===== config.mk =====
export PLATFORM = sky130hd
export DESIGN_NAME = two_path_packet_scheduler_top
export DESIGN_NICKNAME = d
export VERILOG_FILES = /design/src/tpps_pkg.sv /design/src/tpps_mul.sv /design/src/tpps_div.sv /design/src/two_path_packet_scheduler_top.sv
export SDC_FILE = /design/constraint.sdc
export NUM_CORES = 2
export LEC_CHECK = 0
export BUFFER_PORTS_ARGS = -buffer_cell sky130_fd_sc_hd__buf_2
export CAP_MARGIN = 20
export CORE_ASPECT_RATIO = 1.5
export CORE_MARGIN = 2
export CORE_UTILIZATION = 31
export CTS_BUF_LIST = sky130_fd_sc_hd__clkbuf_16
export DETAILED_ROUTE_END_ITERATION = 10
export GPL_ROUTABILITY_DRIVEN = 0
export REMOVE_ABC_BUFFERS = 1
export SLEW_MARGIN = 20
export SYNTH_ARGS = -nofsm -noshare
export SYNTH_HDL_FRONTEND = slang
export SYNTH_SLANG_ARGS = --single-unit

===== constraint.sdc =====
create_clock -name clock -period 11 [get_ports clock]
set_input_delay 0.55 -clock clock [delete_from_list [all_inputs] [get_ports clock]]
set_output_delay 0.55 -clock clock [all_outputs]
set_load 0.02 [all_outputs]

===== src/tpps_pkg.sv =====
// ----------------------------------------------------------------------------
// tpps_pkg
// Shared types, register codes and reset values of the two-path scheduler.
// ----------------------------------------------------------------------------
package tpps_pkg;

   localparam int MAX_PATHS_DEF = 8;

   localparam logic [1:0] CSR_MODE   = 2'd0;
   localparam logic [1:0] CSR_SEG    = 2'd1;
   localparam logic [1:0] CSR_LSTART = 2'd2;
   localparam logic [1:0] CSR_LSTEP  = 2'd3;

   localparam logic [1:0] MODE_RR    = 2'd0;
   localparam logic [1:0] MODE_MINRTT = 2'd1;
   localparam logic [1:0] MODE_BLEST = 2'd2;
   localparam logic [1:0] MODE_ECF   = 2'd3;

   localparam logic [1:0]  MODE_RST   = MODE_MINRTT;
   localparam logic [15:0] SEG_RST    = 16'd1460;
   localparam logic [15:0] LSTART_RST = 16'd1000;
   localparam logic [15:0] LSTEP_RST  = 16'd100;

   typedef enum logic [3:0] {
      ST_IDLE,
      ST_DIV_C,
      ST_MUL_CF,
      ST_MUL_MSS,
      ST_MUL_S,
      ST_MUL_LAM,
      ST_MUL_R1,
      ST_MUL_R2,
      ST_DIV_Q1,
      ST_MUL_NF,
      ST_DIV_Q2,
      ST_MUL_QS,
      ST_DONE
   } state_type;

   typedef struct packed {
      logic         start;
      logic [127:0] x;
      logic [31:0]  y;
      logic [5:0]   nbits;
   } mul_cmd_type;

   typedef struct packed {
      logic        start;
      logic [31:0] dividend;
      logic [31:0] divisor;
   } div_cmd_type;

   typedef struct packed {
      logic busy;
      logic done;
   } unit_sts_type;

endpackage


===== src/tpps_mul.sv =====
// ----------------------------------------------------------------------------
// tpps_mul
// Shift-add multiplier: wide operand times up to 32 bits, one bit a cycle.
// ----------------------------------------------------------------------------
module tpps_mul
   import tpps_pkg::*;
(
   input  logic         clock,
   input  logic         reset,
   input  mul_cmd_type  cmd,
   output unit_sts_type sts,
   output logic [127:0] prod
);

   logic [127:0] x_ff, x_in, acc_ff, acc_in;
   logic [31:0]  y_ff, y_in;
   logic [5:0]   cnt_ff, cnt_in;
   logic         busy_ff, busy_in, done_ff, done_in;

   always_comb begin
      x_in    = x_ff;
      y_in    = y_ff;
      acc_in  = acc_ff;
      cnt_in  = cnt_ff;
      busy_in = busy_ff;
      done_in = 1'b0;
      if (cmd.start) begin
         x_in    = cmd.x;
         y_in    = cmd.y;
         acc_in  = '0;
         cnt_in  = cmd.nbits;
         busy_in = 1'b1;
      end else if (busy_ff) begin
         acc_in = acc_ff + (y_ff[0] ? x_ff : 128'd0);
         x_in   = {x_ff[126:0], 1'b0};
         y_in   = {1'b0, y_ff[31:1]};
         cnt_in = cnt_ff - 6'd1;
         if (cnt_ff == 6'd1) begin
            busy_in = 1'b0;
            done_in = 1'b1;
         end
      end
   end

   always_ff @(posedge clock) begin
      if (reset) begin
         busy_ff <= 1'b0;
         done_ff <= 1'b0;
      end else begin
         busy_ff <= busy_in;
         done_ff <= done_in;
      end
   end

   always_ff @(posedge clock) begin
      x_ff   <= x_in;
      y_ff   <= y_in;
      acc_ff <= acc_in;
      cnt_ff <= cnt_in;
   end

   assign sts.busy = busy_ff;
   assign sts.done = done_ff;
   assign prod     = acc_ff;

endmodule


===== src/tpps_div.sv =====
// ----------------------------------------------------------------------------
// tpps_div
// Restoring 32 by 32 bit divider, one quotient bit a cycle.
// ----------------------------------------------------------------------------
module tpps_div
   import tpps_pkg::*;
(
   input  logic         clock,
   input  logic         reset,
   input  div_cmd_type  cmd,
   output unit_sts_type sts,
   output logic [31:0]  quot
);

   logic [31:0] q_ff, q_in, rem_ff, rem_in, dvs_ff, dvs_in;
   logic [5:0]  cnt_ff, cnt_in;
   logic        busy_ff, busy_in, done_ff, done_in;
   logic [32:0] trial;

   always_comb begin
      q_in    = q_ff;
      rem_in  = rem_ff;
      dvs_in  = dvs_ff;
      cnt_in  = cnt_ff;
      busy_in = busy_ff;
      done_in = 1'b0;
      trial   = {rem_ff, q_ff[31]};
      if (cmd.start) begin
         q_in    = cmd.dividend;
         rem_in  = '0;
         dvs_in  = cmd.divisor;
         cnt_in  = 6'd32;
         busy_in = 1'b1;
      end else if (busy_ff) begin
         if (trial >= {1'b0, dvs_ff}) begin
            rem_in = 32'(trial - {1'b0, dvs_ff});
            q_in   = {q_ff[30:0], 1'b1};
         end else begin
            rem_in = trial[31:0];
            q_in   = {q_ff[30:0], 1'b0};
         end
         cnt_in = cnt_ff - 6'd1;
         if (cnt_ff == 6'd1) begin
            busy_in = 1'b0;
            done_in = 1'b1;
         end
      end
   end

   always_ff @(posedge clock) begin
      if (reset) begin
         busy_ff <= 1'b0;
         done_ff <= 1'b0;
      end else begin
         busy_ff <= busy_in;
         done_ff <= done_in;
      end
   end

   always_ff @(posedge clock) begin
      q_ff   <= q_in;
      rem_ff <= rem_in;
      dvs_ff <= dvs_in;
      cnt_ff <= cnt_in;
   end

   assign sts.busy = busy_ff;
   assign sts.done = done_ff;
   assign quot     = q_ff;

endmodule


===== src/two_path_packet_scheduler_top.sv =====
// ----------------------------------------------------------------------------
// two_path_packet_scheduler_top
// Per-packet path choice: round robin, min RTT, BLEST or ECF.
// ----------------------------------------------------------------------------
// Usage:
//  - req_* carries one send decision request; req_ready is high only while
//    the sequencer is idle, so one request is in work at a time.
//  - rsp_* returns the chosen path through an output register; the next
//    request is taken while an earlier answer still waits for rsp_ready.
//  - csr_* writes mode, segment size, lambda start and lambda step; it is
//    always ready. Writing lambda start also reloads the running lambda.
// Decision paths (accept to rsp_valid):
//  - trivial cases (no/one path, round robin, unknown RTT, fast path has
//    room, min RTT, BLEST with negative buffer room and nonzero fast RTT)
//    are decided in the idle state.
//  - ECF: one or two divides and multiplies.
//  - BLEST: one divide and up to six multiplies.
//  Both use the shared divider and the shift-add multiplier (one
//  multiplier bit per cycle, 16 or 24 bits per product).
//  A new request is taken once the previous answer enters the output register.
// Reset: synchronous, restores register defaults, clears last path and the
//  ECF waiting flag, loads lambda start into the running lambda.
// Stall: a finished decision holds in the done state until the output
//  register is free; nothing is dropped.
// ----------------------------------------------------------------------------
module two_path_packet_scheduler_top
   import tpps_pkg::*;
#(
   parameter int MAX_PATHS = MAX_PATHS_DEF
)
(
   input  logic        clock,
   input  logic        reset,
   input  logic        req_valid,
   output logic        req_ready,
   input  logic [3:0]  req_path_count,
   input  logic [23:0] req_rtt_first,
   input  logic [23:0] req_rtt_second,
   input  logic [23:0] req_rtt_var_first,
   input  logic [23:0] req_rtt_var_second,
   input  logic [1:0]  req_room_mask,
   input  logic [31:0] req_cwnd_first,
   input  logic [31:0] req_cwnd_second,
   input  logic [31:0] req_inflight_first,
   input  logic [31:0] req_inflight_second,
   input  logic [31:0] req_tx_free,
   input  logic [31:0] req_buffered_bytes,
   output logic        rsp_valid,
   input  logic        rsp_ready,
   output logic [2:0]  rsp_chosen_path,
   input  logic        csr_valid,
   output logic        csr_ready,
   input  logic [1:0]  csr_index,
   input  logic [15:0] csr_data
);

   // path count saturates at MAX_PATHS, at most 15 (input field is 4 bits wide)
   localparam int         CLAMP   = (MAX_PATHS < 15) ? MAX_PATHS : 15;
   localparam logic [3:0] CLAMP_V = 4'(CLAMP);

   state_type state_ff, state_in;

   // config and scheduler state
   logic [1:0]  mode_ff, mode_in;
   logic [15:0] seg_ff, seg_in, lstart_ff, lstart_in, lstep_ff, lstep_in;
   logic [15:0] lam_ff, lam_in;
   logic [2:0]  last_ff, last_in;
   logic        wait_ff, wait_in;
   logic        rsp_valid_ff, rsp_valid_in;
   logic [2:0]  rsp_path_ff, rsp_path_in;

   // per-request working registers
   logic [2:0]   choice_ff, choice_in;
   logic         upd_ff, upd_in;
   logic         fast_ff, fast_in;
   logic [23:0]  f_ff, f_in, s_ff, s_in, d_ff, d_in;
   logic [31:0]  cwf_ff, cwf_in, cws_ff, cws_in, buf_ff, buf_in;
   logic [15:0]  mss_ff, mss_in;
   logic [34:0]  comp_ff, comp_in;
   logic [63:0]  a_ff, a_in;
   logic [127:0] lhs_ff, lhs_in;

   // shared units
   mul_cmd_type  mul_cmd;
   div_cmd_type  div_cmd;
   unit_sts_type mul_sts, div_sts;
   logic [127:0] mul_p;
   logic [31:0]  div_q;

   // request-side decode
   logic [3:0]  cnt_eff, rr;
   logic        slow0, fast;
   logic [31:0] cw0, cw1;
   logic [15:0] mss;
   logic [2:0]  ch_fast, ch_slow;
   logic [25:0] ecf_lim, ecf_thr;

   tpps_mul u_mul (
      .clock (clock),
      .reset (reset),
      .cmd   (mul_cmd),
      .sts   (mul_sts),
      .prod  (mul_p)
   );

   tpps_div u_div (
      .clock (clock),
      .reset (reset),
      .cmd   (div_cmd),
      .sts   (div_sts),
      .quot  (div_q)
   );

   always_comb begin
      cnt_eff = (req_path_count > CLAMP_V) ? CLAMP_V : req_path_count;
      // (last + 1) mod count, count >= 2 and last + 1 <= 8
      rr = {1'b0, last_ff} + 4'd1;
      for (int i = 0; i < 4; i++) begin
         if (rr >= cnt_eff) rr = rr - cnt_eff;
      end
      slow0 = (mode_ff == MODE_MINRTT) ? (req_rtt_first >= req_rtt_second)
                                       : (req_rtt_first > req_rtt_second);
      fast = slow0;
      cw0  = (req_cwnd_first == 32'd0) ? 32'd1 : req_cwnd_first;
      cw1  = (req_cwnd_second == 32'd0) ? 32'd1 : req_cwnd_second;
      mss  = (seg_ff == 16'd0) ? 16'd1 : seg_ff;
      ch_fast = {2'b00, fast_ff};
      ch_slow = {2'b00, ~fast_ff};
      ecf_lim = {1'b0, {1'b0, s_ff} + {1'b0, d_ff}} << wait_ff;
      ecf_thr = {1'b0, f_ff, 1'b0} + {2'b00, d_ff};
   end

   assign req_ready = (state_ff == ST_IDLE);
   assign csr_ready = 1'b1;

   always_comb begin
      state_in     = state_ff;
      mode_in      = mode_ff;
      seg_in       = seg_ff;
      lstart_in    = lstart_ff;
      lstep_in     = lstep_ff;
      lam_in       = lam_ff;
      last_in      = last_ff;
      wait_in      = wait_ff;
      rsp_path_in  = rsp_path_ff;
      rsp_valid_in = rsp_valid_ff && !rsp_ready;
      choice_in    = choice_ff;
      upd_in       = upd_ff;
      fast_in      = fast_ff;
      f_in         = f_ff;
      s_in         = s_ff;
      d_in         = d_ff;
      cwf_in       = cwf_ff;
      cws_in       = cws_ff;
      buf_in       = buf_ff;
      mss_in       = mss_ff;
      comp_in      = comp_ff;
      a_in         = a_ff;
      lhs_in       = lhs_ff;
      mul_cmd      = '0;
      div_cmd      = '0;

      case (state_ff)
         ST_IDLE: begin
            if (req_valid) begin
               fast_in = fast;
               f_in    = fast ? req_rtt_second : req_rtt_first;
               s_in    = fast ? req_rtt_first : req_rtt_second;
               d_in    = (req_rtt_var_first > req_rtt_var_second) ?
                         req_rtt_var_first : req_rtt_var_second;
               cwf_in  = fast ? cw1 : cw0;
               cws_in  = fast ? cw0 : cw1;
               buf_in  = req_buffered_bytes;
               mss_in  = mss;
               comp_in = {3'b000, req_tx_free}
                       - {3'b000, fast ? req_inflight_first : req_inflight_second}
                       - {19'd0, mss};
               upd_in  = (cnt_eff != 4'd0);
               state_in = ST_DONE;
               if (cnt_eff <= 4'd1) begin
                  choice_in = 3'd0;
               end else if (mode_ff == MODE_RR) begin
                  choice_in = rr[2:0];
               end else if (req_rtt_second == 24'd0) begin
                  choice_in = (mode_ff == MODE_ECF) ? rr[2:0] : 3'd1;
               end else if (req_room_mask[fast]) begin
                  choice_in = {2'b00, fast};
               end else if (mode_ff == MODE_MINRTT) begin
                  choice_in = {2'b00, ~fast};
               end else if (mode_ff == MODE_BLEST) begin
                  lam_in = lam_ff + lstep_ff;
                  // negative buffer room with a nonzero fast RTT always waits
                  if (comp_in[34] && (f_in != 24'd0)) begin
                     choice_in = {2'b00, fast};
                  end else begin
                     state_in = ST_DIV_C;
                  end
               end else begin
                  state_in = ST_DIV_Q1;
               end
            end
         end
         ST_DIV_C: begin
            div_cmd.start    = !div_sts.busy && !div_sts.done;
            div_cmd.dividend = cwf_ff;
            div_cmd.divisor  = {16'd0, mss_ff};
            if (div_sts.done) state_in = ST_MUL_CF;
         end
         ST_MUL_CF: begin
            mul_cmd.start = !mul_sts.busy && !mul_sts.done;
            mul_cmd.x     = {96'd0, div_q};
            mul_cmd.y     = {8'd0, f_ff};
            mul_cmd.nbits = 6'd24;
            if (mul_sts.done) begin
               a_in     = {mul_p[62:0], 1'b0} + {40'd0, s_ff - f_ff};
               state_in = ST_MUL_MSS;
            end
         end
         ST_MUL_MSS: begin
            mul_cmd.start = !mul_sts.busy && !mul_sts.done;
            mul_cmd.x     = {64'd0, a_ff};
            mul_cmd.y     = {16'd0, mss_ff};
            mul_cmd.nbits = 6'd16;
            if (mul_sts.done) state_in = ST_MUL_S;
         end
         ST_MUL_S: begin
            mul_cmd.start = !mul_sts.busy && !mul_sts.done;
            mul_cmd.x     = mul_p;
            mul_cmd.y     = {8'd0, s_ff};
            mul_cmd.nbits = 6'd24;
            if (mul_sts.done) state_in = ST_MUL_LAM;
         end
         ST_MUL_LAM: begin
            mul_cmd.start = !mul_sts.busy && !mul_sts.done;
            mul_cmd.x     = mul_p;
            mul_cmd.y     = {16'd0, lam_ff};
            mul_cmd.nbits = 6'd16;
            if (mul_sts.done) begin
               lhs_in = mul_p;
               if (comp_ff[34]) begin
                  // right side is zero here
                  choice_in = (mul_p != 128'd0) ? ch_fast : ch_slow;
                  state_in  = ST_DONE;
               end else begin
                  state_in = ST_MUL_R1;
               end
            end
         end
         ST_MUL_R1: begin
            mul_cmd.start = !mul_sts.busy && !mul_sts.done;
            mul_cmd.x     = {96'd0, comp_ff[31:0]};
            mul_cmd.y     = {8'd0, f_ff};
            mul_cmd.nbits = 6'd24;
            if (mul_sts.done) state_in = ST_MUL_R2;
         end
         ST_MUL_R2: begin
            mul_cmd.start = !mul_sts.busy && !mul_sts.done;
            mul_cmd.x     = mul_p;
            mul_cmd.y     = {8'd0, f_ff};
            mul_cmd.nbits = 6'd24;
            if (mul_sts.done) begin
               choice_in = (lhs_ff > {mul_p[126:0], 1'b0}) ? ch_fast : ch_slow;
               state_in  = ST_DONE;
            end
         end
         ST_DIV_Q1: begin
            div_cmd.start    = !div_sts.busy && !div_sts.done;
            div_cmd.dividend = buf_ff;
            div_cmd.divisor  = cwf_ff;
            if (div_sts.done) state_in = ST_MUL_NF;
         end
         ST_MUL_NF: begin
            mul_cmd.start = !mul_sts.busy && !mul_sts.done;
            mul_cmd.x     = {95'd0, {1'b0, div_q} + 33'd1};
            mul_cmd.y     = {8'd0, f_ff};
            mul_cmd.nbits = 6'd24;
            if (mul_sts.done) begin
               if (mul_p < {102'd0, ecf_lim}) begin
                  state_in = ST_DIV_Q2;
               end else begin
                  wait_in   = 1'b0;
                  choice_in = ch_slow;
                  state_in  = ST_DONE;
               end
            end
         end
         ST_DIV_Q2: begin
            div_cmd.start    = !div_sts.busy && !div_sts.done;
            div_cmd.dividend = buf_ff;
            div_cmd.divisor  = cws_ff;
            if (div_sts.done) state_in = ST_MUL_QS;
         end
         ST_MUL_QS: begin
            mul_cmd.start = !mul_sts.busy && !mul_sts.done;
            mul_cmd.x     = {96'd0, div_q};
            mul_cmd.y     = {8'd0, s_ff};
            mul_cmd.nbits = 6'd24;
            if (mul_sts.done) begin
               if (mul_p >= {102'd0, ecf_thr}) begin
                  wait_in   = 1'b1;
                  choice_in = ch_fast;
               end else begin
                  choice_in = ch_slow;
               end
               state_in = ST_DONE;
            end
         end
         ST_DONE: begin
            // wait for a free output register
            if (!rsp_valid_ff || rsp_ready) begin
               rsp_valid_in = 1'b1;
               rsp_path_in  = choice_ff;
               if (upd_ff) last_in = choice_ff;
               state_in = ST_IDLE;
            end
         end
         default: state_in = ST_IDLE;
      endcase

      if (csr_valid) begin
         case (csr_index)
            CSR_MODE:   mode_in = csr_data[1:0];
            CSR_SEG:    seg_in  = csr_data;
            CSR_LSTART: begin
               lstart_in = csr_data;
               lam_in    = csr_data;
            end
            CSR_LSTEP:  lstep_in = csr_data;
            default:    mode_in = mode_ff;
         endcase
      end
   end

   always_ff @(posedge clock) begin
      if (reset) begin
         state_ff     <= ST_IDLE;
         mode_ff      <= MODE_RST;
         seg_ff       <= SEG_RST;
         lstart_ff    <= LSTART_RST;
         lstep_ff     <= LSTEP_RST;
         lam_ff       <= LSTART_RST;
         last_ff      <= 3'd0;
         wait_ff      <= 1'b0;
         rsp_valid_ff <= 1'b0;
      end else begin
         state_ff     <= state_in;
         mode_ff      <= mode_in;
         seg_ff       <= seg_in;
         lstart_ff    <= lstart_in;
         lstep_ff     <= lstep_in;
         lam_ff       <= lam_in;
         last_ff      <= last_in;
         wait_ff      <= wait_in;
         rsp_valid_ff <= rsp_valid_in;
      end
   end

   always_ff @(posedge clock) begin
      rsp_path_ff <= rsp_path_in;
      choice_ff   <= choice_in;
      upd_ff      <= upd_in;
      fast_ff     <= fast_in;
      f_ff        <= f_in;
      s_ff        <= s_in;
      d_ff        <= d_in;
      cwf_ff      <= cwf_in;
      cws_ff      <= cws_in;
      buf_ff      <= buf_in;
      mss_ff      <= mss_in;
      comp_ff     <= comp_in;
      a_ff        <= a_in;
      lhs_ff      <= lhs_in;
   end

   assign rsp_valid       = rsp_valid_ff;
   assign rsp_chosen_path = rsp_path_ff;

endmodule


# ---- Yosys cells after proc, flatten, opt, wreduce, memory -nomap -nowiden
# Cells that the tools add are included.
dict set report totals {
  latch_bits 0
  memories 0
  romBits 0
  wordCells 244
  ramBits 0
  ff_bits 878
  output_inout_bits 6
}
dict set report op_classes {
  n_mul 0
  reduce_logical 39
  n_div 0
  add_sub_neg 17
  mux 96
  magnitude_cmp 14
  shifts 1
  bitwise_logic 4
  n_eq_ne 39
}
# cell n
set ops {}
lappend ops {{167-bit one-hot mux with 8 select lines} 1}
lappend ops {{128-bit two-way mux} 3}
lappend ops {{32-bit two-way mux} 10}
lappend ops {{65-bit one-hot mux with 3 select lines} 1}
lappend ops {{16-bit two-way mux} 11}
lappend ops {{128-bit adder} 1}
lappend ops {{128-bit by 26-bit greater-or-equal comparator with 1-bit output} 1}
lappend ops {{128-bit greater-than comparator} 1}
lappend ops {{128-bit by 26-bit less-than comparator with 1-bit output} 1}
lappend ops {{128-bit nonzero test} 1}
lappend ops {{4-bit two-way mux} 24}
lappend ops {{24-bit two-way mux} 3}
lappend ops {{64-bit by 24-bit adder with 64-bit output} 1}
lappend ops {{32-bit zero test} 2}
lappend ops {{3-bit two-way mux} 17}
lappend ops {{24-bit greater-than comparator} 2}
lappend ops {{4-bit one-hot mux with 12 select lines} 1}
lappend ops {{33-bit by 17-bit subtractor with 34-bit output} 1}
lappend ops {{32-bit by 1-bit adder with 33-bit output, second input constant} 1}
lappend ops {{33-bit by 32-bit greater-or-equal comparator with 1-bit output} 1}
lappend ops {{32-bit by 32-bit subtractor with 33-bit output} 1}
lappend ops {{32-bit subtractor} 1}
lappend ops {{25-bit by 24-bit adder with 26-bit output} 1}
lappend ops {{25-bit by 1-bit << shifter with 26-bit output} 1}
lappend ops {{45 further kinds} 122}

# ---- Longest topological paths before layout
dict set report logic_depth {
  depth_word 16
  mapped_depth 34
}

# ---- By module
# Synthesis repeated with hierarchy kept, for this count alone.
dict set report unflattened {
  hier_cells 6564
  hier_area_um2 62688.9
}
# module cells_each area_per_inst_um2 seq_area_each_um2 instances
set modules_own_cells {}
lappend modules_own_cells {two_path_packet_scheduler_top 3617 35554.1 13703.1 1}
lappend modules_own_cells {tpps_mul 2340 21070.2 7587.3 1}
lappend modules_own_cells {tpps_div 607 6064.6 2722.6 1}

# ---- Worst setup path after synthesis
# OpenSTA, ideal clock, no wires.
dict set report synth_path {
  path_type {register to register}
  from {register state_ff[3]}
  to {register lhs_ff[0], enable pin}
  slack_ns 0.749
  path_stages_with_launch 5
  t_arrival_ns 9.479
  setup_ns 0.772
  path_cell_list {dfxtp_1 clkbuf_1 nand2b_1 clkbuf_1 nor3_1}
}
dict set report synth_between {
  elab_chain_cells 2
}
# element line_no
set synth_rtl {}
lappend synth_rtl {{from (decl)} two_path_packet_scheduler_top.sv:61} ;# state_type state_ff, state_in;
lappend synth_rtl {{from (signal assigned)} two_path_packet_scheduler_top.sv:346} ;# state_ff <= state_in;
lappend synth_rtl {{4-bit by 3-bit equality test with 1-bit output} two_path_packet_scheduler_top.sv:163} ;# case (state_ff)
lappend synth_rtl {{2-bit AND reduction (no line)} --}
lappend synth_rtl {{to (signal assigned)} two_path_packet_scheduler_top.sv:372} ;# lhs_ff <= lhs_in;
lappend synth_rtl {{to (decl)} two_path_packet_scheduler_top.sv:81} ;# logic [127:0] lhs_ff, lhs_in;
# Every way passes these cells.
# A chain may end at the register's enable or synchronous reset.

# ---- Worst setup path after layout
dict set report layout_path {
  from {register mode_ff[1]}
  to {register choice_ff[0], enable pin}
}
dict set report layout_between {
  elab_chain_cells 8
  word_cells_on_any_way 15
  classes_between {2 x add/sub; 4 x eq/ne; 5 x mux; 4 x reduce/logical}
}
# element line_no
set layout_rtl {}
lappend layout_rtl {{from (decl)} two_path_packet_scheduler_top.sv:64} ;# logic [1:0] mode_ff, mode_in;
lappend layout_rtl {{from (signal assigned)} two_path_packet_scheduler_top.sv:347} ;# mode_ff <= mode_in;
lappend layout_rtl {{2-bit by 1-bit equality test with 1-bit output} {two_path_packet_scheduler_top.sv:121, two_path_packet_scheduler_top.sv:188}}
lappend layout_rtl {{1-bit two-way mux} two_path_packet_scheduler_top.sv:121} ;# slow0 = (mode_ff == MODE_MINRTT) ? (req_rtt_first >= req_rtt_second)
lappend layout_rtl {{32-bit two-way mux} two_path_packet_scheduler_top.sv:176} ;# - {3'b000, fast ? req_inflight_first : req_inflight_second}
lappend layout_rtl {{32-bit by 32-bit subtractor with 33-bit output} two_path_packet_scheduler_top.sv:176}
lappend layout_rtl {{33-bit by 17-bit subtractor with 34-bit output} two_path_packet_scheduler_top.sv:177} ;# - {19'd0, mss};
lappend layout_rtl {{1-bit logical AND} two_path_packet_scheduler_top.sv:193} ;# if (comp_in[34] && (f_in != 24'd0)) begin
lappend layout_rtl {{7-bit by 1-bit inequality test with 1-bit output (no line)} --}
lappend layout_rtl {{10-bit AND reduction (no line) *} --}
lappend layout_rtl {{to (signal assigned)} two_path_packet_scheduler_top.sv:360} ;# choice_ff <= choice_in;
lappend layout_rtl {{to (decl)} two_path_packet_scheduler_top.sv:73} ;# logic [2:0] choice_ff, choice_in;
# Every way passes the cells marked *; elsewhere a longest branch is shown, timed or not. The select of a mux whose other input is x is not followed.

==> flow_metrics.tcl <==
set metrics [dict create \
    grt_usage_pct 19.53 \
    ys_seq_area_share_pct 39.60 \
    fillCellCount 19650 \
    vias_per_cell 5.489 \
    drc_errors 0 \
    synth_top_cell_by_area "edfxtp_1" \
    layout.nets 7558 \
    num_io_pins 323 \
    placed_cell_area_um2 64160 \
    clkLatencyLatePin_ns 0.76 \
    max_cap_viol_count 0 \
    fp.dieH_um 543.0 \
    std_cell_rows 197 \
    cts_made_buffers 90 \
    first_pass_iters 7 \
    routedWlPerCell_um 21.38 \
    antenna_left 0 \
    drt_iter0_drc 3655 \
    grt_overflow 0 \
    fin_skew_ns 0.06961 \
    hpwl_um 151800 \
    crit_slowest_cell "nor4_1" \
    synth_area_um2 60030 \
    vias 50660 \
    hold_viol 0 \
    ys_ff_latch 868 \
    maxSlewViolCount 0 \
    dieArea_um2 197300 \
    crit_top_cell "o21ai_0" \
    drive_above_1_share_pct 10.71 \
    synth_flop_cell "edfxtp_1" \
    setup_viol 0 \
    crit_arrival_ns 8.42 \
    post-route-util_pct 35.12 \
    avgSynthCellArea_um2 9.276 \
    clk_pin_slew_worst_paths_ns 0.07 \
    synth_area_leaders "edfxtp_1 32%, ha_1 12%, dfxtp_1 7.6%" \
    cp_max_fo 32 \
    setup_slack_ns 2.974 \
    die_x_um 363.3 \
    fin_area_um2 67520 \
    cts-htree-levels 3 \
    run_status "finished, final reports clean" \
    worstSetupPathType "register to register" \
    synth-async-reset-ratio_pct 0 \
    tightest_slew_ns 1.137 \
    max_freq_ghz 0.1246 \
    grt_max_degree 149 \
    cts_buffer_depth 3 \
    finalPower_w 0.01871 \
    setup_tns_ns 0 \
    core_um2 192300 \
    critPathRequiredTime_ns 11.40 \
    pre_cts_slack_ns 2.275 \
    ys_warn_count 0 \
    min_period_ns 8.026 \
    cts.sink_count 868 \
    max_slew_margin_pct 23.50 \
    vdd_ir_drop_max_mv 0.2318 \
    antenna_found_initial 13 \
    crit_buf_inv 0 \
    syn2layout_area_growth_pct 12.48 \
    initial_core_util_pct 31.22 \
    cts_root_buf "clkbuf_16" \
    grt_pass1_vias 50920 \
    cp-start-kind "register" \
    port_buffers 321 \
    rsz0062_at_grt "no" \
    cts_tree "done" \
    drt-total-wl_um 197400 \
    p_leak_nw 27.16 \
    end_kind "register" \
    grt_first_pass_wirelength_um 299000 \
    critPathTopFamily "compound AO/OA/AOI/OAI gates" \
    postSynthCellCount 6472 \
    cellPowerDensity_nw_per_um2 277.1 \
    synth_top_area_share_pct 31.96 \
    hold_path_class "input pin to register" \
    ys_types 92 \
    synth_edf_count 639 \
    ctsResizeCount 0 \
    slowest_delay_ns 0.63 \
    min_period_over_period_pct 72.97 \
]
==> synthesized netlist by cell type (103+ instances only) <==
| library cell | instances |
|---|---|
| nand2_1 | 699 |
| edfxtp_1 | 639 |
| ha_1 | 563 |
| a21oi_1 | 534 |
| nor2_1 | 426 |
| inv_1 | 370 |
| o21ai_0 | 304 |
| clkbuf_1 | 271 |
| a21o_1 | 234 |
| dfxtp_1 | 229 |
| xnor2_1 | 221 |
| nand3_1 | 154 |
| and2_1 | 143 |
| nand4_1 | 141 |
| mux2_2 | 133 |
| xor2_1 | 118 |
| nor3_1 | 103 |
==> worst reg2reg max path: stages, from the launching register on <==
cell      delay [ns]
dfxtp_1         0.57
o21ai_0         0.26
nor4_1          0.63
or3_1           0.20
o21ai_0         0.10
a21o_4          0.37
mux2_2          0.43
ha_1            0.21
fa_1            0.41
nor2b_1         0.25
o311a_4         0.24
o21ai_0         0.09
nand2_1         0.09
a21oi_1         0.08
xnor2_1         0.14
ha_1            0.36
a21o_1          0.21
a21o_1          0.17
a21oi_1         0.18
o21a_1          0.15
o31ai_1         0.10
a211o_1         0.32
nor4bb_1        0.47
nand3_1         0.36
o41ai_4         0.43
o41a_2          0.27
a311oi_1        0.11
nor3b_1         0.50
==> metrics by stage <==
stage          hold slack (ns)  std cells
2_1_floorplan           0.4257       6167
3_3_place_gp            0.4430       9031
3_5_place_dp            0.4510       9031
4_1_cts               0.006221       9226
5_1_grt                0.04010       9230
6_report               0.05281       9230
==> report_power, final <==
part | internal [W] | total [W] | leakage, nW | switching (W)
logic | 0.00351 | 0.00940 | 17.8 | 0.00589
registers | 0.00505 | 0.00610 | 7.88 | 0.00105
clock network | 0.00178 | 0.00321 | 1.53 | 0.00143
==> per-layer routing <==
layer,track usage (%),up-vias,part of all wire (%)
met5,0,-,0.012
met4,15.20,4,8.7
met3,2.398,480,4.3
met2,35.08,1519,50
met1,20.62,24380,37
li1,-,24280,-
==> logic make-up (layout without fill, tap and decap cells) <==
| kind of cell | Yosys count | in the layout | share of synthesized area (%) |
|---|---|---|---|
| AOI/OAI and AO/OA | 1786 | 1786 | 19.34 |
| xor gates and xnor gates | 339 | 339 | 4.946 |
| adders and majority gates | 576 | 576 | 12.17 |
| buffers and inverters | 678 | 946 | 4.266 |
| DFF | 868 | 868 | 39.60 |
| muxes | 199 | 199 | 3.595 |
| other | 1 | 4 | 0.006247 |
| and+or+nand+nor | 2025 | 2025 | 16.08 |
==> cell usage in the layout, fill, tap and decap left out, types with 27 or more instances in the layout <==
cell / count
a31oi_1: 57
nand3_1: 154
dfxtp_1: 228
nand2_1: 698
nand4_1: 141
o21a_1: 54
xnor2_1: 221
a222oi_1: 46
nand2b_1: 61
edfxtp_1: 639
inv_1: 384
nor2_1: 415
buf_4: 54
o22ai_1: 71
and2_1: 143
xor2_1: 118
o21ai_0: 303
mux2i_1: 66
a21o_1: 233
dlygate4sd3_1: 28
or3_1: 27
a22o_1: 35
and3_1: 53
mux2_2: 133
buf_2: 321
a22oi_1: 97
nor2b_1: 53
nor3_1: 101
a21oi_1: 534
o31ai_1: 70
ha_1: 563
clkbuf_16: 92
o211ai_1: 36
nor4_1: 86
o21bai_1: 52
==> state kept, by name, summed over array words and instances, names as in the netlist, 32 cells and up <==
| register | count |
|---|---|
| lhs_ff | 128 |
| u_mul.prod | 128 |
| u_mul.x_ff | 128 |
| a_ff | 64 |
| comp_ff | 33 |
| buf_ff | 32 |
| cwf_ff | 32 |
| cws_ff | 32 |
| u_div.dvs_ff | 32 |
| u_div.quot | 32 |
| u_div.rem_ff | 32 |
==> cell type report <==
type                            count  area (um2)  area share [%]
Timing Repair Buffer              406        2347           3.476
Tap cell                         2487        3112           4.608
Antenna cell                        3       7.507         0.01112
Clock buffer                       92        2302           3.409
Inverter                          373        1409           2.086
Clock inverter                     75       759.5           1.125
Multi-Input combinational cell   4926       33810           50.07
Sequential cell                   868       23780           35.21
==> timing repair <==
action	4_1_cts	5_1_grt
hold buffers	28	0
hold endpoints to repair	28	0
setup endpoints to repair	0	0
buffers inserted	0	0
==> path summary, 6_finish.rpt <==
path | startpoint | endpoint | slack (ns) | cells after the start
setup / recovery | mode_ff[1] | choice_ff[0] | 2.97 | 27
hold / removal | req_buffered_bytes[16] | buf_ff[16] | 0.05 | 1
setup reg to reg | mode_ff[1] | choice_ff[0] | 2.97 | 27
hold reg to reg | seg_ff[0] | seg_ff[0] | 0.46 | 2
No activity file was read; power rests on OpenSTA's default activity.
